[src/sv/latency_histogram_collector_defines.svh]
// Assertion macros shared by the latency histogram collector modules.
`ifndef LATENCY_HISTOGRAM_COLLECTOR_DEFINES_SVH
`define LATENCY_HISTOGRAM_COLLECTOR_DEFINES_SVH

`ifndef SYNTHESIS
`define LHC_ASSERT_IMP(lbl, ante, cons) \
  lbl: assert property (@(posedge clk_i) disable iff (!rst_ni) (ante) |-> (cons)) \
    else $error("lhc assertion failed");
`define LHC_ASSERT_NEXT(lbl, ante, cons) \
  lbl: assert property (@(posedge clk_i) disable iff (!rst_ni) (ante) |=> (cons)) \
    else $error("lhc assertion failed");
`else
`define LHC_ASSERT_IMP(lbl, ante, cons)
`define LHC_ASSERT_NEXT(lbl, ante, cons)
`endif

`endif

[src/sv/lhc_pkg.sv]
`timescale 1ns / 1ps

package lhc_pkg;

  localparam int unsigned BUCKETS_DEF = 167;
  localparam int unsigned TABLE_LEN   = 167;
  localparam int unsigned QDEPTH      = 2;
  localparam int unsigned IN_W        = 176;
  localparam int unsigned OUT_W       = 648;

  localparam logic [63:0] NS_PER_US = 64'd1000;
  localparam logic [63:0] NS_PER_S  = NS_PER_US * 64'd1000 * 64'd1000;

  typedef enum logic [1:0] {
    CMD_RECORD = 2'd0,
    CMD_CLOSE  = 2'd1,
    CMD_READ   = 2'd2
  } cmd_e;

  typedef logic [63:0] bound_arr_t [TABLE_LEN];

  localparam logic [63:0] DECADE_STEP [16] = '{
    64'd12, 64'd14, 64'd16, 64'd18, 64'd20, 64'd25, 64'd30, 64'd35,
    64'd40, 64'd45, 64'd50, 64'd60, 64'd70, 64'd80, 64'd90, 64'd100
  };

  function automatic bound_arr_t build_bounds();
    bound_arr_t  b;
    logic [63:0] m;
    int          d;
    int          k;
    b[0] = 64'd9;
    m    = 64'd1;
    for (d = 0; d < 10; d++) begin
      for (k = 0; k < 16; k++) begin
        b[1 + d * 16 + k] = m * DECADE_STEP[k];
      end
      m = m * 64'd10;
    end
    b[161] = NS_PER_S * 64'd300;
    b[162] = NS_PER_S * 64'd1800;
    b[163] = NS_PER_S * 64'd14400;
    b[164] = NS_PER_S * 64'd28800;
    b[165] = NS_PER_S * 64'd86400;
    b[166] = '1;
    return b;
  endfunction

  localparam bound_arr_t BOUNDS = build_bounds();

  // Boundaries beyond the table read as all ones.
  function automatic logic [63:0] boundary(input logic [7:0] idx);
    return (32'(idx) < TABLE_LEN) ? BOUNDS[idx] : '1;
  endfunction

  typedef struct packed {
    logic [1:0]  cmd;
    logic [63:0] lat;
    logic [63:0] sq;
    logic [31:0] volume;
    logic [7:0]  addr;
    logic        in_range;
  } op_t;

  // First field in the highest bits.
  typedef struct packed {
    logic [63:0] total_count;
    logic [63:0] bucket_count;
    logic [7:0]  bucket_hit;
    logic [63:0] overall_max;
    logic [63:0] overall_min;
    logic [63:0] interval_max;
    logic [63:0] interval_min;
    logic [63:0] interval_volume;
    logic [63:0] interval_square_sum;
    logic [63:0] interval_latency_sum;
    logic [63:0] interval_count;
  } res_t;

endpackage

[src/sv/lhc_queue.sv]
`timescale 1ns / 1ps

`include "latency_histogram_collector_defines.svh"

module lhc_queue (
  input  logic         clk_i,
  input  logic         rst_ni,
  input  logic         push_i,
  input  lhc_pkg::op_t data_i,
  output logic         full_o,
  output logic         valid_o,
  output lhc_pkg::op_t data_o,
  input  logic         pop_i
);

  localparam int unsigned PTR_W = $clog2(lhc_pkg::QDEPTH);
  localparam int unsigned CNT_W = $clog2(lhc_pkg::QDEPTH + 1);

  lhc_pkg::op_t     entry_q [lhc_pkg::QDEPTH];
  logic [PTR_W-1:0] wr_ptr_q;
  logic [PTR_W-1:0] rd_ptr_q;
  logic [CNT_W-1:0] cnt_q;
  logic             do_push;
  logic             do_pop;

  assign full_o  = (cnt_q == CNT_W'(lhc_pkg::QDEPTH));
  assign valid_o = (cnt_q != '0);
  assign data_o  = entry_q[rd_ptr_q];
  assign do_push = push_i && !full_o;
  assign do_pop  = pop_i && valid_o;

  always_ff @(posedge clk_i) begin
    if (do_push) begin
      entry_q[wr_ptr_q] <= data_i;
    end
  end

  always_ff @(posedge clk_i or negedge rst_ni) begin
    if (!rst_ni) begin
      wr_ptr_q <= '0;
      rd_ptr_q <= '0;
      cnt_q    <= '0;
    end else begin
      if (do_push) begin
        wr_ptr_q <= wr_ptr_q + 1'b1;
      end
      if (do_pop) begin
        rd_ptr_q <= rd_ptr_q + 1'b1;
      end
      if (do_push && !do_pop) begin
        cnt_q <= cnt_q + 1'b1;
      end else if (do_pop && !do_push) begin
        cnt_q <= cnt_q - 1'b1;
      end
    end
  end

  `LHC_ASSERT_IMP(a_push_not_full, push_i, !full_o)
  `LHC_ASSERT_IMP(a_pop_not_empty, pop_i, valid_o)
  `LHC_ASSERT_IMP(a_cnt_bound, 1'b1, cnt_q <= CNT_W'(lhc_pkg::QDEPTH))

endmodule

[config.mk]
export PLATFORM = sky130hd
export DESIGN_NAME = lhc_queue
export DESIGN_NICKNAME = d
export VERILOG_FILES = /design/src/sv/lhc_pkg.sv /design/src/sv/lhc_queue.sv
export VERILOG_INCLUDE_DIRS = /design/src /design/src/sv
export SDC_FILE = /design/constraint.sdc
export NUM_CORES = 1
export LEC_CHECK = 0
export BUFFER_PORTS_ARGS = -buffer_cell sky130_fd_sc_hd__buf_4
export CORE_MARGIN = 2
export CORE_UTILIZATION = 52
export DETAILED_ROUTE_END_ITERATION = 16
export PLACE_DENSITY = 0.79
export SETUP_SLACK_MARGIN = 0.3
export SLEW_MARGIN = 20
export SYNTH_ARGS = -nofsm -noshare
export SYNTH_HDL_FRONTEND = slang
export SYNTH_SLANG_ARGS = --single-unit
[constraint.sdc]
create_clock -name clk_i -period 9.8 [get_ports clk_i]
set_clock_uncertainty 0.2 [all_clocks]
set_input_delay 1.96 -clock clk_i [delete_from_list [all_inputs] [get_ports clk_i]]
set_output_delay 1.96 -clock clk_i [all_outputs]
set_load 0.005 [all_outputs]
# Yosys cells after proc, flatten, opt, wreduce, memory -nomap -nowiden
# Memories as Yosys holds them, arrays and structs flattened.
# Cells that the tools add are included.
totals:
  ramBits: 342
  word_cells: 22
  register_bits: 4
  in_bits: 175
  output_inout_bits: 173
  n_memories: 1
mem_list:
  columns: ["name", "words", "width", "rd", "rd_ports_with_merged_regs", "wr", "line", "source"]
  rows:
  - ["entry_q", 2, 171, 1, 0, 1, "lhc_queue.sv:19", "lhc_pkg::op_t entry_q [lhc_pkg::QDEPTH];"]
classes:
  addsub: 4
  eq_ne: 1
  mux: 4
  reduce_logical: 9
ops:
  columns: ["operator", "n"]
  rows:
  - ["$logic_and A1 B1 Y1", 4]
  - ["$mux W2", 2]
  - ["$reduce_bool A2 Y1", 2]
  - ["$logic_not A1 Y1", 3]
  - ["$add A1 B1 Y1 const B", 2]
  - ["$add A2 B1 Y2 const B", 1]
  - ["$eq A2 B2 Y1 const B", 1]
  - ["$mux W1", 2]
  - ["$sub A2 B1 Y2 const B", 1]

# Logic depth before layout (Yosys ltp)
depth:
  ltp_word: 7
  ltp_mapped: 7
  depth_no_buf: 7

# Worst setup path after synthesis
# OpenSTA, ideal clock, no wires.
synth_path:
  kind: "input port to flip-flop"
  from: "in push_i"
  to: "mem entry_q[0][0] (netlist name) (enable)"
  cell_stages: 2
  setup_ns: 0.704
  path_slack_ns: -0.247
  t_arrival_ns: 9.143
  n_path_buf: 0
  t_required_ns: 8.896
  cell_sequence: "nand2_1 > nor2_1"
synth_via:
  elab_chain_len: 3
synth_lines:
  columns: ["element", "line", "source"]
  rows:
  - ["start, declared", "lhc_queue.sv:8", "input logic push_i,"]
  - ["$logic_and A1 B1 Y1", "lhc_queue.sv:29", "assign do_push = push_i && !full_o;"]
  - ["$mux W1", "lhc_queue.sv:33", "if (do_push) begin"]
  - ["$mux W1 (implied by the code)", "lhc_queue.sv:34", "entry_q[wr_ptr_q] <= data_i;"]
  - ["end, declared", "lhc_queue.sv:19", null]
# No other way between the ends.

==> impl_metrics.yaml <==
sta:
  hold_violations: 0
  fin_crit_sh: 0.5147
  fmax_mhz: 198.3
  hold-worst-slack_ps: 285.1
  slew_violations: 0
  setup_tns_ps: 0
  worstMarginPinSlew_ps: 1092
  slew_headroom: 0.2718
  setup_viol: 0
  fin_crit_ps: 5044
  rsz0062_at_grt: "no"
yosys:
  synth_top_area_share: 0.7991
  syn_area_per_cell_um2: 23.32
  syn-num-nets: 727
  ys_async_sr_fraction: 0.01156
  synthAdderAreaFrac: 0.0009736
  synthTopCellsByArea: "edfxtp_1, mux2_4, mux2_2"
  synth_cell_type_count: 15
  ys.flop_type: "edfxtp_1"
  synth_compound_area_frac: 0
  syn_area_um2: 12850
  synth-warning-count: 0
  yosys.area.top_type: "edfxtp_1"
  yosysSeqAreaShare: 0.8069
  ys_ff_latch: 346
  synth_commonest_cells: "edfxtp_1, mux2_2, mux2_4"
  yosysMostFrequentCell: "edfxtp_1"
  synth_mux_area_frac: 0.1732
  synth_xor_xnor_area_share: 0.003408
  synth_edf_count: 342
  netlist_instances: 551
  synth_top_family_by_area: "multiplexers"
  synthSimpleGateAreaFrac: 0.002629
worst_setup_path:
  worstSetupEndpoint: "data_o[40]"
  endpoint_kind: "output port"
  startpoint_type: "register"
  slowest_stage: "buf_4"
  critPathMaxFanout: 59
  crit_path_start: "rd_ptr_q"
  arrival_ps: 2880
  worst_r2r_endpoint: "entry_q[0][76]"
  path_depth: 3
  r2r_cells: 5
  path_buf_inv: 2
  crit_top_cell: "buf_4"
  reg2reg_from: "cnt_q[0]"
  critPathMaxStageDelay_ps: 930
  critPathKind: "reg -> out"
  critPathTopFamily: "buffers and inverters"
  path_cells: "buf_4 -> mux2_2 -> buf_4"
  required_ps: 7640
  rrSetupSlack_ps: 6930
grt:
  top_usage_layer: "met2"
  grt_pass1_wl_um: 37320
  grtUsageTotal: 0.1899
  antenna_found_initial: 2
  met1_usage: 0.2141
  met2_usage: 0.3279
  grt_max_degree: 81
  overflow: 0
  grt_use_met3: 0.08038
  grt_pass1_vias: 6697
final_layout:
  final_layout_size_suffix_gt1_frac: 0.6109
  nets: 1101
  syn_to_final_growth_pct: 32.14
  fin_cells: 1276
  fin_area_um2: 16980
floorplan:
  design.core.area_um2: 24320
  die_w_um: 161.2
  dieHeight_um: 161.2
  num_rows: 57
  top_level_ports: 348
  initial_utilization: 0.5284
  dieArea_um2: 25990
clocking:
  cts_tree: "yes"
  clk_latency_ps: 500
  htree_levels: 2
  post_cts_buffers: 0
  cts_hold_buf: 0
  cts_root_buf: "clkbuf_16"
  clock_path_buffers: 3
  clk_pin_slew_ps: 60
  cts-buffers-inserted: 36
  ctsResizeCount: 0
  cts_sinks: 346
status:
  status: "completed"
detailed_routing:
  vias: 6461
  post-route-drc-count: 0
  vias_per_cell: 5.063
  first_pass_iters: 4
  first_iter_violations: 406
  antenna_left: 0
  finalWirelength_um: 25460
  wl_per_cell_um: 19.95
pwr:
  p_comb_frac: 0.308
  p_per_area_nw_per_um2: 294.5
  power_mw: 5.001
  seqPwrFrac: 0.427
  power.leakage_nw: 6.579
  p_clk_frac: 0.264
  peakVddDrop_mv: 0.1972
  power.internal_mw: 3.714
  p_sw_frac: 0.2573
  switchingPower_mw: 1.287
placement:
  port_buffers: 347
  place.gp.congestion: 0.7558
  dpl.cell_count: 1210
  place_area_um2: 15790
  hpwl_um: 16820
min_path:
  holdCritPathClass: "reg -> reg"
job:
  maxCapViolCount: 0
[layout make-up]
type | count | area [um2]
sequential | 346 | 10370
fill | 1522 | 7338
timing repair buffer | 355 | 2705
multi-input combinational | 184 | 2328
clock buffer | 47 | 973.4
tap | 324 | 405.4
clock inverter | 17 | 185.2
inverter | 2 | 7.507
antenna | 1 | 2.502
[routing by layer]
metal	wire [um]	vias to the layer above	share of wire
met5	16	-	0.00063
met4	622	2	0.024
met3	2758	45	0.11
met2	12940	294	0.51
met1	9122	3177	0.36
li1	-	2943	-
[kinds of logic after synthesis]
kind of cell,count (synthesis)
buf+inv,21
xor+xnor,5
fa+ha+maj,1
mux,171
flops,346
simple gates,7
[worst reg2reg max path, cell delays in order, from the launching register on]
cell and delay, ps:
dfrtp_1 410, nand2b_1 180, nand2_1 150, nor2_4 550, buf_16 250, buf_4 690
[worst min-delay path by stage]
stage | startpoint | end | slack (ps) | depth (start not counted)
3_3_place_gp | cnt_q[1] | cnt_q[1] | 270 | 1
2_1_floorplan | cnt_q[1] | cnt_q[1] | 260 | 1
4_1_cts | cnt_q[1] | cnt_q[1] | 280 | 1
3_5_place_dp | cnt_q[1] | cnt_q[1] | 280 | 1
5_1_grt | cnt_q[1] | cnt_q[1] | 320 | 1
6_report | cnt_q[1] | cnt_q[1] | 290 | 1
[power by group through the flow]
stage / Combinational, mW / Sequential (mW) / Clock [mW]
2_1_floorplan: 0.879 / 2.16 / 0
3_3_place_gp: 1.53 / 2.15 / 0
3_5_place_dp: 1.55 / 2.17 / 0
4_1_cts: 1.56 / 2.14 / 1.36
5_1_grt: 1.65 / 2.17 / 1.41
6_report: 1.54 / 2.14 / 1.32
[per-stage QoR]
step | setup slack [ps] | utilization
after global routing | 4594 | 0.6982
after global placement | 5140 | 0.6482
after detailed placement | 5276 | 0.6494
final | 4756 | 0.6983
after floorplan | 2645 | -
after CTS | 4722 | 0.6970
[cells in the final DEF (no fill, tap or decap), types with 2 or more instances in the layout]
cell / n
xnor2_1: 3
mux2_4: 80
clkbuf_16: 37
clkbuf_1: 9
nand2_1: 2
edfxtp_1: 342
xor2_1: 2
buf_16: 2
clkinvlp_4: 2
dfrtp_1: 3
clkinv_2: 7
buf_4: 353
inv_1: 2
bufinv_16: 4
mux2_2: 91
clkinv_1: 4
[sequential cells by signal, indices dropped and copies added, names as in the netlist]
register / cells
wr_ptr_q: 1
entry_q: 342
cnt_q: 2
rd_ptr_q: 1
Note: power is estimated with default switching activity, not from simulation.
